## config.mk

```make
export PLATFORM = sky130hd
export DESIGN_NAME = decimal_line_parser_u16_top
export DESIGN_NICKNAME = d
export VERILOG_FILES = /design/src/dlp_pkg.sv /design/src/decimal_line_parser_u16_top.sv
export SDC_FILE = /design/constraint.sdc
export NUM_CORES = 1
export LEC_CHECK = 0
export BUFFER_PORTS_ARGS = -buffer_cell sky130_fd_sc_hd__buf_4
export CAP_MARGIN = 40
export CORE_ASPECT_RATIO = 0.8
export CORE_UTILIZATION = 54
export CTS_CLUSTER_SIZE = 20
export DETAILED_ROUTE_END_ITERATION = 8
export GPL_TIMING_DRIVEN = 0
export PLACE_DENSITY = 0.7
export SLEW_MARGIN = 10
export SYNTH_ARGS = -nofsm -noshare
export SYNTH_HDL_FRONTEND = slang
export SYNTH_SLANG_ARGS = --single-unit
```

## constraint.sdc

```tcl
create_clock -name aclk -period 7.1 [get_ports aclk]
set_clock_uncertainty 0.2 [all_clocks]
set_input_delay 0 -clock aclk [delete_from_list [all_inputs] [get_ports aclk]]
set_output_delay 0 -clock aclk [all_outputs]
set_load 0.005 [all_outputs]
```

## src/dlp_pkg.sv

```systemverilog
// Package with the shared types and constants of the decimal line parser.
package dlp_pkg;

    localparam int LINE_CHARS_DEF = 32;
    localparam int VALUE_W = 16;
    localparam int BYTE_W = 8;
    localparam int SUM_W = VALUE_W + 4;

    localparam logic [BYTE_W-1:0] CH_NUL = 8'h00;
    localparam logic [BYTE_W-1:0] CH_TAB = 8'h09;
    localparam logic [BYTE_W-1:0] CH_LF = 8'h0A;
    localparam logic [BYTE_W-1:0] CH_CR = 8'h0D;
    localparam logic [BYTE_W-1:0] CH_SPACE = 8'h20;
    localparam logic [BYTE_W-1:0] CH_ZERO = 8'h30;
    localparam logic [BYTE_W-1:0] CH_NINE = 8'h39;

    typedef enum logic [1:0] {
        PH_LEAD,
        PH_DIGITS,
        PH_TRAIL,
        PH_FAIL
    } phase_t;

endpackage

```

## src/decimal_line_parser_u16_top.sv

```systemverilog
// A carriage return beat passes the input register and then the result register.
// Throughput: one byte per cycle; only a carriage return waits on a stalled result register.
// The input register and the result register part the two channels, so bytes keep
// flowing while a finished result waits to be taken.
// Reset is synchronous and active low; it empties both registers and clears the line state.
// Top level of the decimal line parser: input register, line state and result register.
module decimal_line_parser_u16_top #(
    parameter int LINE_CHARS = dlp_pkg::LINE_CHARS_DEF
) (
    input  logic                        aclk,
    input  logic                        aresetn,
    input  logic                        s_valid,
    output logic                        s_ready,
    input  logic [dlp_pkg::BYTE_W-1:0]  s_rx_byte,
    output logic                        m_valid,
    input  logic                        m_ready,
    output logic [dlp_pkg::VALUE_W-1:0] m_parsed_value,
    output logic                        m_nonblank,
    output logic                        m_line_ok
);

    localparam int KEPT_W = $clog2(LINE_CHARS);
    localparam logic [KEPT_W-1:0] KEPT_LIMIT = KEPT_W'(LINE_CHARS - 1);

    logic                        in_valid_reg, in_valid_next;
    logic [dlp_pkg::BYTE_W-1:0]  in_byte_reg, in_byte_next;
    dlp_pkg::phase_t             phase_reg, phase_next;
    logic [dlp_pkg::VALUE_W-1:0] acc_reg, acc_next;
    logic [KEPT_W-1:0]           kept_reg, kept_next;
    logic                        ended_reg, ended_next;
    logic                        m_valid_reg, m_valid_next;
    logic [dlp_pkg::VALUE_W-1:0] value_reg, value_next;
    logic                        has_reg, has_next;
    logic                        ok_reg, ok_next;

    logic                        out_free;
    logic                        is_cr;
    logic                        consume;
    logic                        is_blank;
    logic                        is_digit;
    logic [dlp_pkg::SUM_W-1:0]   acc_wide;
    logic [dlp_pkg::SUM_W-1:0]   digit_sum;
    logic                        res_ok;
    logic                        res_has;
    logic [dlp_pkg::VALUE_W-1:0] res_value;

    assign out_free = !m_valid_reg || m_ready;
    assign is_cr = (in_byte_reg == dlp_pkg::CH_CR);
    assign consume = in_valid_reg && (!is_cr || out_free);
    assign s_ready = !in_valid_reg || consume;

    assign is_blank = (in_byte_reg == dlp_pkg::CH_SPACE) || (in_byte_reg == dlp_pkg::CH_TAB);
    assign is_digit = (in_byte_reg >= dlp_pkg::CH_ZERO) && (in_byte_reg <= dlp_pkg::CH_NINE);
    assign acc_wide = {4'b0000, acc_reg};
    assign digit_sum = (acc_wide << 3) + (acc_wide << 1)
                     + {{(dlp_pkg::SUM_W - 4){1'b0}}, in_byte_reg[3:0]};

    always_comb begin
        in_valid_next = in_valid_reg;
        in_byte_next = in_byte_reg;
        if (s_valid && s_ready) begin
            in_valid_next = 1'b1;
            in_byte_next = s_rx_byte;
        end else if (consume) begin
            in_valid_next = 1'b0;
        end
    end

    always_comb begin
        phase_next = phase_reg;
        acc_next = acc_reg;
        kept_next = kept_reg;
        ended_next = ended_reg;
        if (consume) begin
            if (is_cr) begin
                phase_next = dlp_pkg::PH_LEAD;
                acc_next = '0;
                kept_next = '0;
                ended_next = 1'b0;
            end else if (in_byte_reg != dlp_pkg::CH_LF && kept_reg < KEPT_LIMIT) begin
                kept_next = kept_reg + 1'b1;
                if (!ended_reg) begin
                    if (in_byte_reg == dlp_pkg::CH_NUL) begin
                        ended_next = 1'b1;
                    end else begin
                        unique case (phase_reg)
                            dlp_pkg::PH_LEAD: begin
                                if (is_digit) begin
                                    acc_next = {{(dlp_pkg::VALUE_W - 4){1'b0}}, in_byte_reg[3:0]};
                                    phase_next = dlp_pkg::PH_DIGITS;
                                end else if (!is_blank) begin
                                    phase_next = dlp_pkg::PH_FAIL;
                                end
                            end
                            dlp_pkg::PH_DIGITS: begin
                                if (is_digit) begin
                                    if (digit_sum[dlp_pkg::SUM_W-1:dlp_pkg::VALUE_W] != '0) begin
                                        phase_next = dlp_pkg::PH_FAIL;
                                    end else begin
                                        acc_next = digit_sum[dlp_pkg::VALUE_W-1:0];
                                    end
                                end else if (is_blank) begin
                                    phase_next = dlp_pkg::PH_TRAIL;
                                end else begin
                                    phase_next = dlp_pkg::PH_FAIL;
                                end
                            end
                            dlp_pkg::PH_TRAIL: begin
                                if (!is_blank) begin
                                    phase_next = dlp_pkg::PH_FAIL;
                                end
                            end
                            dlp_pkg::PH_FAIL: begin
                                phase_next = dlp_pkg::PH_FAIL;
                            end
                            default: begin
                                phase_next = dlp_pkg::PH_FAIL;
                            end
                        endcase
                    end
                end
            end
        end
    end

    always_comb begin
        res_ok = (phase_reg != dlp_pkg::PH_FAIL);
        res_has = (phase_reg != dlp_pkg::PH_LEAD);
        res_value = (res_ok && res_has) ? acc_reg : '0;
        m_valid_next = m_valid_reg;
        value_next = value_reg;
        has_next = has_reg;
        ok_next = ok_reg;
        if (consume && is_cr) begin
            m_valid_next = 1'b1;
            value_next = res_value;
            has_next = res_has;
            ok_next = res_ok;
        end else if (m_ready) begin
            m_valid_next = 1'b0;
        end
    end

    always_ff @(posedge aclk) begin
        if (!aresetn) begin
            in_valid_reg <= 1'b0;
            phase_reg <= dlp_pkg::PH_LEAD;
            acc_reg <= '0;
            kept_reg <= '0;
            ended_reg <= 1'b0;
            m_valid_reg <= 1'b0;
        end else begin
            in_valid_reg <= in_valid_next;
            phase_reg <= phase_next;
            acc_reg <= acc_next;
            kept_reg <= kept_next;
            ended_reg <= ended_next;
            m_valid_reg <= m_valid_next;
        end
    end

    always_ff @(posedge aclk) begin
        in_byte_reg <= in_byte_next;
        value_reg <= value_next;
        has_reg <= has_next;
        ok_reg <= ok_next;
    end

    assign m_valid = m_valid_reg;
    assign m_parsed_value = value_reg;
    assign m_nonblank = has_reg;
    assign m_line_ok = ok_reg;

endmodule

```

==> impl_summary.log, run 1 <==
INFO  metric synth.ff_latch_count = 52
INFO  metric worst-r2r-setup-slack = about 2.7 ns
INFO  metric floorplan.die.width = ~90 um
INFO  metric hold_viol = 0
INFO  metric port-buffer-count = 30
INFO  metric timing.reg2reg.worst_path_depth = 14
INFO  metric final_period_minus_worst_setup_slack = 4.38 ns
INFO  metric synth_cells = between 300 and 400
INFO  metric cts_sinks = 52
INFO  metric clock_path_buffers = 2
INFO  metric synth_edf_count = 26
INFO  metric power.share.sequential = 0.595
INFO  metric worst_ep_arrival_time = around 4.4 ns
INFO  metric p_per_area = between 100 and 150 nW/um2
INFO  metric async_reset_ff_frac = 0
INFO  metric hold_depth = 2
INFO  metric num_antenna_cells = 0
INFO  metric mappedNetlistArea = around 3300 um2
INFO  metric ioPinCount = 32
INFO  metric final_cell_mix = 44 x sky130_fd_sc_hd__nand2_1, 36 x sky130_fd_sc_hd__ha_1, 30 x sky130_fd_sc_hd__buf_4, 26 x sky130_fd_sc_hd__dfxtp_1, 26 x sky130_fd_sc_hd__edfxtp_1
INFO  metric static-leakage-power = between 1.5 and 2 nW
INFO  metric grt_overflow_total = 0
INFO  metric drt_iter0_drc = 170
INFO  metric yosys_warnings = 0
INFO  metric rr_endpoint = acc_reg[10]$_SDFFE_PN0P_
INFO  metric setup_viol_count_final = 0
INFO  metric viasPerCell = 5.57
INFO  metric grt_setup_unrepaired = no
INFO  metric dieArea = ~6500 um2
INFO  metric grt_pass1_wl = 11.0 mm
INFO  metric cts_tree = built
INFO  metric postCtsSetupBuffers = 0
INFO  metric fin_crit_sh = 0.617
INFO  metric synth_nets = 386
INFO  metric maxSlewHeadroom = 0.448
INFO  metric tns = 0 ns
INFO  metric synth.distinct_cells = 55
INFO  metric antenna_found_initial = 0
INFO  metric finish.net_count = approximately 440
INFO  metric place_hpwl = between 5 and 6 mm
INFO  metric timing.final.ws_setup = between 2 and 3 ns
INFO  metric drive_gt1_frac = 0.124
INFO  metric grt_max_degree = 16
INFO  metric layout_commonest_cell = sky130_fd_sc_hd__nand2_1
INFO  metric num_rows = 25
INFO  metric cts_buffers = 5
INFO  metric run_status = finished, final reports clean
INFO  metric timing.hold.worst.start = s_rx_byte[0]
INFO  metric syn_area_per_cell = between 9 and 10 um2
INFO  metric antenna_left = 0
INFO  metric internal-power = approximately 0.00042 W
INFO  metric power_switching = between 0.0001 and 0.00015 W
INFO  metric clkLatencyLatePin = roughly 0.31 ns
INFO  metric worst_pin_slew = just over 0.8 ns
INFO  metric hold_path_end = in_byte_reg[0]$_DFFE_PP_
INFO  metric ys_dominant_reg_cell = sky130_fd_sc_hd__edfxtp_1
INFO  metric post_drt_wl_per_cell = roughly 15 um
INFO  metric placeableCoreArea = roughly 5900 um2
INFO  metric achievable-frequency = between 200 and 250 MHz
INFO  metric start_point_of_the_critical_path = in_byte_reg[3]$_DFFE_PP_
INFO  metric worstHoldPathType = in -> reg
INFO  metric finalWirelength = 6.80 mm
INFO  metric placement.setup.worst_slack = approximately 2.8 ns
INFO  metric growth_of_design_area_from_synthesis_to_finish = 16.7%
INFO  metric initial_util = 0.561
INFO  metric nFillCells = roughly 500
INFO  metric critPathMaxFanout = 10
INFO  metric die_height = ~72 um
INFO  metric critical_path_required = 7.13 ns
INFO  metric total_drc_errors_in_the_routed_layout = 0
INFO  metric crit_path_end_kind = register
INFO  metric cts_repair_resize_count = 0
INFO  metric post_dp_cell_area = between 3000 and 4000 um2
INFO  metric first_pass_iters = 4
INFO  metric timing.max_cap.violations = 0
INFO  metric reg2reg_from = in_byte_reg[3]$_DFFE_PP_
INFO  metric fin_worst_hold_slack = roughly 0.20 ns
INFO  metric criticalPathCategory = reg -> reg
INFO  metric place_congestion = roughly 0.87
INFO  metric global_route.usage.total = 0.221
INFO  metric worstSetupStartpointType = register
INFO  metric vdd_drop_max = 0.114 mV
INFO  metric clkPwrFrac = 0.322
INFO  metric final_cell_area = ~4000 um2
INFO  metric cts.clk_slew.worst_paths = 0.09 ns
INFO  metric cts_hold_buffers = 12
INFO  metric routed-via-count = between 2,000 and 3,000
INFO  metric number_of_global_route_vias_before_repair = approximately 2,300
INFO  metric comb_power_share = 0.083
INFO  metric synth-seq-area-share = 0.390
INFO  metric switching_share = 0.232
INFO  metric cts.htree.levels = 2
INFO  metric overall_power_after_layout = 0.000546 W
INFO  metric maxSlewViolCount = 0
INFO  metric clock_tree.root_cell = sky130_fd_sc_hd__clkbuf_8
## worst max-delay path by stage
stage                          endpoint  cells past startpoint
2_1_floorplan   acc_reg[3]$_SDFFE_PN0P_                     14
3_3_place_gp   acc_reg[11]$_SDFFE_PN0P_                     14
3_5_place_dp   acc_reg[10]$_SDFFE_PN0P_                     14
4_1_cts        acc_reg[10]$_SDFFE_PN0P_                     14
5_1_grt         acc_reg[5]$_SDFFE_PN0P_                     14
6_report       acc_reg[10]$_SDFFE_PN0P_                     14
## final cells by class
class,count,area (um2),area share
inverter,13,48.8,0.0125
multi-input combinational,262,1930,0.497
clock inverter,1,7.51,0.00193
tap,81,101,0.0261
timing repair buffer,43,360,0.0926
sequential,52,1300,0.335
clock buffer,7,86.3,0.0222
buffer,9,51.3,0.0132
## power groups by stage
stage,clock network [W],registers [W],logic (W)
finish,0.000176,0.000325,0.0000453
detailed placement,0,0.000332,0.0000395
floorplan,0,0.000330,0.0000277
global placement,0,0.000332,0.0000384
CTS,0.000179,0.000325,0.0000450
global route,0.000190,0.000326,0.0000507
## worst max-delay path: stages (launching register included)
cell and delay (ns):
sky130_fd_sc_hd__edfxtp_1 0.40, sky130_fd_sc_hd__inv_1 0.13, sky130_fd_sc_hd__fa_1 0.55, sky130_fd_sc_hd__inv_1 0.07, sky130_fd_sc_hd__fa_1 0.45, sky130_fd_sc_hd__a21o_1 0.22, sky130_fd_sc_hd__a221o_1 0.37, sky130_fd_sc_hd__and4_1 0.27
sky130_fd_sc_hd__nor2_1 0.18, sky130_fd_sc_hd__a211oi_1 0.13, sky130_fd_sc_hd__or4b_1 0.46, sky130_fd_sc_hd__buf_2 0.18, sky130_fd_sc_hd__a21oi_4 0.31, sky130_fd_sc_hd__buf_12 0.19, sky130_fd_sc_hd__mux2i_1 0.20
## cells by family (layout without fill, tap and decap cells)
| logic type | count (synthesis) | in the layout | share of synthesized area |
|---|---|---|---|
| buffers and inverters | 22 | 73 | 0.0300 |
| AOI/OAI and AO/OA | 69 | 69 | 0.148 |
| DFF | 52 | 52 | 0.390 |
| adders and majority gates | 38 | 38 | 0.147 |
| muxes | 20 | 20 | 0.0608 |
| and+or+nand+nor | 120 | 120 | 0.184 |
| xor gates and xnor gates | 15 | 15 | 0.0394 |
## synth_stat cells, types with 3 or more instances
library cell               number  area (um2)
sky130_fd_sc_hd__o21bai_1       3        22.5
sky130_fd_sc_hd__nor2_1        16        60.1
sky130_fd_sc_hd__nor2b_1        4        25.0
sky130_fd_sc_hd__o21ai_0        7        35.0
sky130_fd_sc_hd__and2_1        18         113
sky130_fd_sc_hd__xor2_1        10        87.6
sky130_fd_sc_hd__a31oi_1        5        31.3
sky130_fd_sc_hd__nand2_1       44         165
sky130_fd_sc_hd__a21oi_1       18        90.1
sky130_fd_sc_hd__o21a_1         4        30.0
sky130_fd_sc_hd__dfxtp_1       26         521
sky130_fd_sc_hd__inv_1         13        48.8
sky130_fd_sc_hd__clkbuf_1       6        22.5
sky130_fd_sc_hd__nor3_1         6        30.0
sky130_fd_sc_hd__edfxtp_1      26         781
sky130_fd_sc_hd__a21o_1         9        67.6
sky130_fd_sc_hd__o21ai_1        4        20.0
sky130_fd_sc_hd__a211oi_1       3        22.5
sky130_fd_sc_hd__nand4_1        5        31.3
sky130_fd_sc_hd__nand3_1        6        30.0
sky130_fd_sc_hd__ha_1          36         450
sky130_fd_sc_hd__xnor2_1        5        43.8
sky130_fd_sc_hd__mux2i_1       18         180
sky130_fd_sc_hd__and3_1         7        43.8
## layer usage
metal | routed length, um | part of all wire | vias up | global-route usage
li1 | - | - | 1330 | -
met1 | 3520 | 0.52 | 1207 | 0.323
met2 | 2880 | 0.42 | 64 | 0.341
met3 | 324 | 0.048 | 8 | 0.0356
met4 | 76 | 0.011 | 0 | 0.0645
met5 | 0 | 0 | - | 0
## metrics by stage
stage,instances,utilization
6_report,468,0.655
5_1_grt,468,0.655
4_1_cts,468,0.655
3_5_place_dp,448,0.619
3_3_place_gp,447,0.616
2_1_floorplan,336,-
No activity file was read; power rests on OpenSTA's default activity.
==> run 2: changes to the inputs <==
--- a/config.mk
+++ b/config.mk
@@ -5,6 +5,7 @@
 export SDC_FILE = /design/constraint.sdc
 export NUM_CORES = 1
 export LEC_CHECK = 0
+export ABC_AREA = 1
 export BUFFER_PORTS_ARGS = -buffer_cell sky130_fd_sc_hd__buf_4
 export CAP_MARGIN = 40
 export CORE_ASPECT_RATIO = 0.8
@@ -12,7 +13,7 @@
 export CTS_CLUSTER_SIZE = 20
 export DETAILED_ROUTE_END_ITERATION = 8
 export GPL_TIMING_DRIVEN = 0
-export PLACE_DENSITY = 0.7
+export PLACE_DENSITY = 0.72
 export SLEW_MARGIN = 10
 export SYNTH_ARGS = -nofsm -noshare
 export SYNTH_HDL_FRONTEND = slang
==> constraint.sdc (replaced) <==
create_clock -name aclk -period 3.8 [get_ports aclk]
set_clock_uncertainty 0.2 [all_clocks]
set_input_delay 0 -clock aclk [delete_from_list [all_inputs] [get_ports aclk]]
set_output_delay 0 -clock aclk [all_outputs]
set_load 0.005 [all_outputs]
==> run 2 against run 1 <==
Compared with the run above: synthesized cell count grew 47%; critical endpoint is now acc_reg[5]$_SDFFE_PN0P_; final cell count grew 34%; sequential cell count is the same; combinational power grew to 4.9 times the previous value; first-iteration DRC count grew 36%; count of clock-buffer cells in the layout is the same; sequential power grew 94%; critical path depth grew 5.
==> impl_summary.log, run 2 <==
INFO  metric worst_ep_arrival_time = about 3.5 ns
INFO  metric growth_of_design_area_from_synthesis_to_finish = 15.9%
INFO  metric initial_util = 0.562
INFO  metric run_status = finished, final reports clean
INFO  metric vdd_drop_max = approximately 0.16 mV
INFO  metric die_height = 75.2 um
INFO  metric final_cell_mix = 140 x sky130_fd_sc_hd__nand2_1, 75 x sky130_fd_sc_hd__inv_1, 51 x sky130_fd_sc_hd__nor2_1, 36 x sky130_fd_sc_hd__ha_1
INFO  metric ys_dominant_reg_cell = sky130_fd_sc_hd__edfxtp_1
INFO  metric viasPerCell = around 5.1
INFO  metric worstSetupStartpointType = register
INFO  metric clkLatencyLatePin = around 0.30 ns
INFO  metric critPathMaxFanout = 10
INFO  metric timing.hold.worst.start = s_rx_byte[1]
INFO  metric global_route.usage.total = 0.231
INFO  metric worst-r2r-setup-slack = roughly 0.29 ns
INFO  metric cp-endpoint = acc_reg[5]$_SDFFE_PN0P_
INFO  metric hold_viol = 0
INFO  metric place_hpwl = ~6 mm
INFO  metric synth_nets = 544
INFO  metric floorplan.die.width = roughly 94 um
INFO  metric cts.clk_slew.worst_paths = ~0.090 ns
INFO  metric synth_simple_gate_area_frac = 0.296
INFO  metric timing.final.ws_setup = ~0.3 ns
INFO  metric postCtsSetupBuffers = 0
INFO  metric num_antenna_cells = 0
INFO  metric post_synth_xor_area_fraction = 0.00484
INFO  metric synth-seq-area-share = 0.360
INFO  metric tns = 0 ns
INFO  metric synth_largest_area_cell = sky130_fd_sc_hd__edfxtp_1
INFO  metric worst_pin_slew = 0.685 ns
INFO  metric antenna_found_initial = 0
INFO  metric synth_edf_count = 26
INFO  metric post-synth-top-count-cell = sky130_fd_sc_hd__nand2_1
INFO  metric cts_buffers = 5
INFO  metric fin_crit_sh = 0.923
INFO  metric dieArea = around 7000 um2
INFO  metric synth.ff_latch_count = between 50 and 60
INFO  metric synth_top_area_frac = 0.216
INFO  metric muxShareOfSynthArea = 0
INFO  metric cts_sinks = 52
INFO  metric mappedNetlistArea = 3620 um2
INFO  metric maxSlewHeadroom = 0.543
INFO  metric worstHoldPathType = in -> reg
INFO  metric main_combinational_cell_family_by_area_after_synthesis = simple AND/OR/NAND/NOR gates
INFO  metric routed-via-count = between 3,000 and 4,000
INFO  metric static-leakage-power = around 2.1 nW
INFO  metric grt_setup_unrepaired = no
INFO  metric synthAdderAreaFrac = 0.136
INFO  metric final_period_minus_worst_setup_slack = about 3.5 ns
INFO  metric finish.net_count = approximately 590
INFO  metric yosys_warnings = 0
INFO  metric timing.reg2reg.worst_path_depth = 19
INFO  metric grt_overflow_total = 0
INFO  metric num_rows = 26
INFO  metric first_pass_iters = 5
INFO  metric async_reset_ff_frac = 0
INFO  metric ys_top_cells_by_count = 140 x sky130_fd_sc_hd__nand2_1, 75 x sky130_fd_sc_hd__inv_1, 51 x sky130_fd_sc_hd__nor2_1
INFO  metric drive_gt1_frac = 0.125
INFO  metric drt_iter0_drc = roughly 230
INFO  metric total_drc_errors_in_the_routed_layout = 0
INFO  metric critical_path_required = about 3.8 ns
INFO  metric p_per_area = 291 nW/um2
INFO  metric cts_repair_resize_count = 0
INFO  metric syn_area_per_cell = 7.32 um2
INFO  metric layout_commonest_cell = sky130_fd_sc_hd__nand2_1
INFO  metric crit_path_end_kind = register
INFO  metric port-buffer-count = 31
INFO  metric placeableCoreArea = ~6400 um2
INFO  metric synth.top_cells.by_area = sky130_fd_sc_hd__edfxtp_1 22%, sky130_fd_sc_hd__nand2_1 15%, sky130_fd_sc_hd__dfxtp_1 14%, sky130_fd_sc_hd__ha_1 12%, sky130_fd_sc_hd__inv_1 7.8%
INFO  metric finalWirelength = around 7.6 mm
INFO  metric cts_hold_buffers = 12
INFO  metric rr_endpoint = acc_reg[5]$_SDFFE_PN0P_
INFO  metric synth-compound-area-share = 0.102
INFO  metric clock_tree.root_cell = sky130_fd_sc_hd__clkbuf_8
INFO  metric maxSlewViolCount = 0
INFO  metric clock_path_buffers = 2
INFO  metric criticalPathCategory = reg -> reg
INFO  metric achievable-frequency = 285 MHz
INFO  metric synth.distinct_cells = 36
INFO  metric timing.max_cap.violations = 0
INFO  metric ioPinCount = 32
INFO  metric number_of_global_route_vias_before_repair = between 2,000 and 3,000
INFO  metric placement.setup.worst_slack = 0.369 ns
INFO  metric grt_pass1_wl = approximately 13 mm
INFO  metric cts_tree = built
INFO  metric place_congestion = slightly below 1
INFO  metric post_drt_wl_per_cell = around 12 um
INFO  metric setup_viol_count_final = 0
INFO  metric reg2reg_from = acc_reg[0]$_SDFFE_PN0P_
INFO  metric antenna_left = 0
INFO  metric synth_cells = roughly 490
INFO  metric start_point_of_the_critical_path = acc_reg[0]$_SDFFE_PN0P_
INFO  metric nFillCells = between 500 and 600
INFO  metric cts.htree.levels = 2
INFO  metric grt_max_degree = 20
-- run 2: worst min-delay path by stage --
stage                               end  slack [ns]  cells past startpoint
2_1_floorplan  in_byte_reg[0]$_DFFE_PP_       -0.10                      0
3_3_place_gp   in_byte_reg[0]$_DFFE_PP_       -0.02                      1
5_1_grt        in_byte_reg[2]$_DFFE_PP_        0.21                      2
3_5_place_dp   in_byte_reg[6]$_DFFE_PP_       -0.02                      1
6_report       in_byte_reg[1]$_DFFE_PP_        0.21                      2
4_1_cts        in_byte_reg[3]$_DFFE_PP_        0.20                      2
-- run 2: cell families (layout without fill, tap and decap cells) --
family          after synthesis  count (layout)
flops                        52              52
fa+ha+maj                    38              38
buf+inv                      89             140
xor+xnor                      2               2
simple gates                251             251
compound gates               62              62
-- run 2: worst max-delay path, stage by stage, from the launching register on --
cell and delay, ns:
sky130_fd_sc_hd__dfxtp_1 0.44, sky130_fd_sc_hd__inv_1 0.09, sky130_fd_sc_hd__fa_1 0.52, sky130_fd_sc_hd__inv_1 0.08
sky130_fd_sc_hd__fa_1 0.43, sky130_fd_sc_hd__nand2_1 0.10, sky130_fd_sc_hd__nand2_1 0.09, sky130_fd_sc_hd__nand3_1 0.09
sky130_fd_sc_hd__nand2_1 0.11, sky130_fd_sc_hd__nand2_1 0.09, sky130_fd_sc_hd__nand2_1 0.06, sky130_fd_sc_hd__nand2_1 0.06
sky130_fd_sc_hd__nand2_1 0.04, sky130_fd_sc_hd__nor2_1 0.21, sky130_fd_sc_hd__nand2_1 0.08, sky130_fd_sc_hd__nand2_1 0.09
sky130_fd_sc_hd__clkbuf_1 0.35, sky130_fd_sc_hd__nand3_1 0.13, sky130_fd_sc_hd__nand2_1 0.09, sky130_fd_sc_hd__nor2_1 0.04
-- run 2: through the flow --
| stage | instances | utilization | hold WS [ns] | area [um2] | total power [W] |
|---|---|---|---|---|---|
| after detailed placement | 609 | 0.614 | -0.0205 | 3960 | 0.000851 |
| after global routing | 629 | 0.651 | 0.209 | 4190 | 0.00128 |
| final | 629 | 0.651 | 0.211 | 4190 | 0.00122 |
| after CTS | 629 | 0.651 | 0.202 | 4190 | 0.00123 |
| after global placement | 609 | 0.614 | -0.0215 | 3960 | 0.000846 |
| after floorplan | 494 | - | -0.101 | 3620 | 0.000797 |
-- run 2: final cells by class --
cell class	count	area, um2	share of cell area
flip-flops and latches	52	1300	0.310
well taps	84	105	0.0251
multi-input cells	353	1950	0.465
plain buffers	12	78.8	0.0188
clock buffers	7	108	0.0257
inverters	77	289	0.0690
repair buffers	43	353	0.0842
clock inverters	1	8.76	0.00209
-- run 2: report_power, final --
group	total [W]	switching, W	internal (W)	leakage (nW)
combinational	0.000221	0.000132	0.0000888	1.64
sequential	0.000631	0.0000237	0.000607	0.429
clock	0.000368	0.000179	0.000189	0.0596
-- run 2: metal layers --
layer	part of all wire	GRT usage	vias to the layer above	wire [um]
met3	0.037	0.0303	5	281
met4	0.0052	0.0427	0	40
li1	-	-	1681	-
met1	0.56	0.373	1435	4290
met5	0	0	-	0
met2	0.40	0.326	62	3020
==> run 3: changes to the inputs <==
--- a/config.mk
+++ b/config.mk
@@ -13,7 +13,7 @@
 export CTS_CLUSTER_SIZE = 20
 export DETAILED_ROUTE_END_ITERATION = 8
 export GPL_TIMING_DRIVEN = 0
-export PLACE_DENSITY = 0.72
+export PLACE_DENSITY = 0.73
 export SLEW_MARGIN = 10
 export SYNTH_ARGS = -nofsm -noshare
 export SYNTH_HDL_FRONTEND = slang
==> constraint.sdc (replaced) <==
create_clock -name aclk -period 4.4 [get_ports aclk]
set_clock_uncertainty 0.2 [all_clocks]
set_input_delay 0 -clock aclk [delete_from_list [all_inputs] [get_ports aclk]]
set_output_delay 0 -clock aclk [all_outputs]
set_load 0.005 [all_outputs]
==> run 3 against run 2 <==
Compared with the run above: first-iteration DRC count fell by 20%; sequential cell count is the same; via count shrank 0.38%; critical path depth is the same; non-clock buffer count rose by 1; worst setup slack gained 0.57 ns; cell area rose by 0.12%; die area stayed put; utilization is 0.078 points higher; count of clock-buffer cells in the layout fell by 2; register-to-register slack better by 0.57 ns; critical endpoint unchanged.
==> impl_summary.log, run 3 (synthesis results as in run 2) <==
INFO  metric final_cell_area = 4200 um2
INFO  metric grt_setup_unrepaired = no
INFO  metric hold_viol = 0
INFO  metric floorplan.die.width = approximately 94 um
INFO  metric post_dp_cell_area = 3960 um2
INFO  metric initial_util = 0.562
INFO  metric static-leakage-power = 2.13 nW
INFO  metric first_pass_iters = 5
INFO  metric route.top_layer_used = met4
INFO  metric fin_crit_sh = 0.803
INFO  metric antenna_found_initial = 0
INFO  metric cts_repair_resize_count = 0
INFO  metric worstHoldPathType = in -> reg
INFO  metric worst_pin_slew = approximately 0.68 ns
INFO  metric dieArea = between 7000 and 8000 um2
INFO  metric clock_tree.root_cell = sky130_fd_sc_hd__clkbuf_8
INFO  metric num_rows = 26
INFO  metric vdd_drop_max = 0.159 mV
INFO  metric cts.htree.levels = 2
INFO  metric clkLatencyLatePin = approximately 0.31 ns
INFO  metric growth_of_design_area_from_synthesis_to_finish = 16.0%
INFO  metric number_of_global_route_vias_before_repair = approximately 2,700
INFO  metric antenna_left = 0
INFO  metric ioPinCount = 32
INFO  metric detail_route.wirelength.met1 = between 4 and 5 mm
INFO  metric met2RoutedLength = 2.96 mm
INFO  metric tns = 0 ns
INFO  metric setup_viol_count_final = 0
INFO  metric criticalPathCategory = reg -> reg
INFO  metric cts_buffers = 5
INFO  metric grt_overflow_total = 0
INFO  metric critPathMaxFanout = 10
INFO  metric achievable-frequency = 283 MHz
INFO  metric drt_iter0_drc = 185
INFO  metric cts_tree = built
INFO  metric grt_max_degree = 20
INFO  metric run_status = finished, final reports clean
INFO  metric clock_path_buffers = 2
INFO  metric layout_commonest_cell = sky130_fd_sc_hd__nand2_1
INFO  metric worstSetupStartpointType = register
INFO  metric overall_power_after_layout = 0.00106 W
INFO  metric viasPerCell = just over 5
INFO  metric num_antenna_cells = 0
INFO  metric crit_path_end_kind = register
INFO  metric final_period_minus_worst_setup_slack = between 3 and 4 ns
INFO  metric cts.clk_slew.worst_paths = 0.09 ns
INFO  metric placeableCoreArea = between 6000 and 7000 um2
INFO  metric maxSlewHeadroom = 0.547
INFO  metric worst_ep_arrival_time = ~3.5 ns
INFO  metric timing.max_cap.violations = 0
INFO  metric total_drc_errors_in_the_routed_layout = 0
INFO  metric place_hpwl = between 6 and 7 mm
INFO  metric post_drt_wl_per_cell = 12.0 um
INFO  metric routed-via-count = about 3,200
INFO  metric maxSlewViolCount = 0
INFO  metric die_height = ~75 um
INFO  metric wl_met3 = 410 um
INFO  metric port-buffer-count = 31
INFO  metric postCtsSetupBuffers = 0
INFO  metric place_congestion = 0.959
INFO  metric finish.net_count = 595
INFO  metric global_route.usage.total = 0.231
INFO  metric p_per_area = approximately 250 nW/um2
INFO  metric finalWirelength = about 7.6 mm
INFO  metric nFillCells = ~550
INFO  metric cts_sinks = 52
INFO  metric critical_path_required = around 4.4 ns
INFO  metric grt_pass1_wl = around 12 mm
INFO  metric drive_gt1_frac = 0.125
INFO  metric final_cell_mix = 140 x sky130_fd_sc_hd__nand2_1, 75 x sky130_fd_sc_hd__inv_1, 51 x sky130_fd_sc_hd__nor2_1, 36 x sky130_fd_sc_hd__ha_1
run 3: cell count changes in the layout (fill, tap and decap cells not counted):
cell	change
sky130_fd_sc_hd__clkbuf_16	-1
sky130_fd_sc_hd__bufinv_16	+1
sky130_fd_sc_hd__clkinvlp_4	+1
sky130_fd_sc_hd__dlygate4sd3_1	+1
sky130_fd_sc_hd__clkbuf_8	-1
sky130_fd_sc_hd__clkinv_2	+1
sky130_fd_sc_hd__clkinv_4	-1
run 3: final timing paths:
kind / startpoint / end / slack [ns] / cells after the start
worst max-delay path: in_byte_reg[3]$_DFFE_PP_ / acc_reg[5]$_SDFFE_PN0P_ / 0.87 / 19
worst min-delay path: s_rx_byte[1] / in_byte_reg[1]$_DFFE_PP_ / 0.20 / 2
worst max register to register: in_byte_reg[3]$_DFFE_PP_ / acc_reg[5]$_SDFFE_PN0P_ / 0.87 / 19
worst min register to register: ended_reg$_SDFFE_PN0P_ / ended_reg$_SDFFE_PN0P_ / 0.26 / 2
run 3: repair_timing:
| item | in CTS | in global routing |
|---|---|---|
| hold buffers | 13 | 0 |
| endpoints found under the setup margin | 0 | 0 |
| endpoints found under the hold margin | 14 | 0 |
run 3: where the power goes:
| group | internal [W] | switching [W] |
|---|---|---|
| Clock | 0.000168 | 0.000157 |
| Sequential | 0.000524 | 0.0000195 |
| Combinational | 0.0000775 | 0.000115 |
| Total | 0.000770 | 0.000292 |
run 3: layer usage:
layer  up-vias  track usage
met5         -            0
met4         0       0.0718
met3         7       0.0333
met2        83        0.319
met1      1390        0.366
li1       1691            -
run 3: per-stage QoR:
| step | utilization | hold slack (ns) | setup WS, ns | instances |
|---|---|---|---|---|
| after detailed placement | 0.614 | -0.0205 | 0.943 | 609 |
| after global routing | 0.652 | 0.205 | 0.604 | 630 |
| after floorplan | - | -0.101 | 1.44 | 494 |
| after global placement | 0.614 | -0.0215 | 0.982 | 609 |
| after CTS | 0.652 | 0.198 | 0.914 | 630 |
| final | 0.652 | 0.201 | 0.867 | 630 |
run 3: critical path, stage by stage (launching register included):
cell	delay, ns
sky130_fd_sc_hd__edfxtp_1	0.41
sky130_fd_sc_hd__inv_2	0.09
sky130_fd_sc_hd__fa_1	0.55
sky130_fd_sc_hd__inv_1	0.08
sky130_fd_sc_hd__fa_1	0.43
sky130_fd_sc_hd__nand2_1	0.10
sky130_fd_sc_hd__nand2_1	0.09
sky130_fd_sc_hd__nand3_1	0.09
sky130_fd_sc_hd__nand2_1	0.10
sky130_fd_sc_hd__nand2_1	0.10
sky130_fd_sc_hd__nand2_1	0.05
sky130_fd_sc_hd__nand2_1	0.06
sky130_fd_sc_hd__nand2_1	0.04
sky130_fd_sc_hd__nor2_1	0.25
sky130_fd_sc_hd__nand2_1	0.09
sky130_fd_sc_hd__nand2_1	0.10
sky130_fd_sc_hd__clkbuf_1	0.34
sky130_fd_sc_hd__nand3_1	0.12
sky130_fd_sc_hd__nand2_1	0.10
sky130_fd_sc_hd__nor2_1	0.05
run 3: cell type report:
type | instances | area (um2) | share of cell area
sequential | 52 | 1300 | 0.310
multi-input combinational | 353 | 1950 | 0.464
inverter | 77 | 289 | 0.0689
clock buffer | 5 | 68.8 | 0.0164
tap | 84 | 105 | 0.0250
clock inverter | 3 | 42.5 | 0.0101
buffer | 12 | 78.8 | 0.0188
timing repair buffer | 44 | 363 | 0.0865
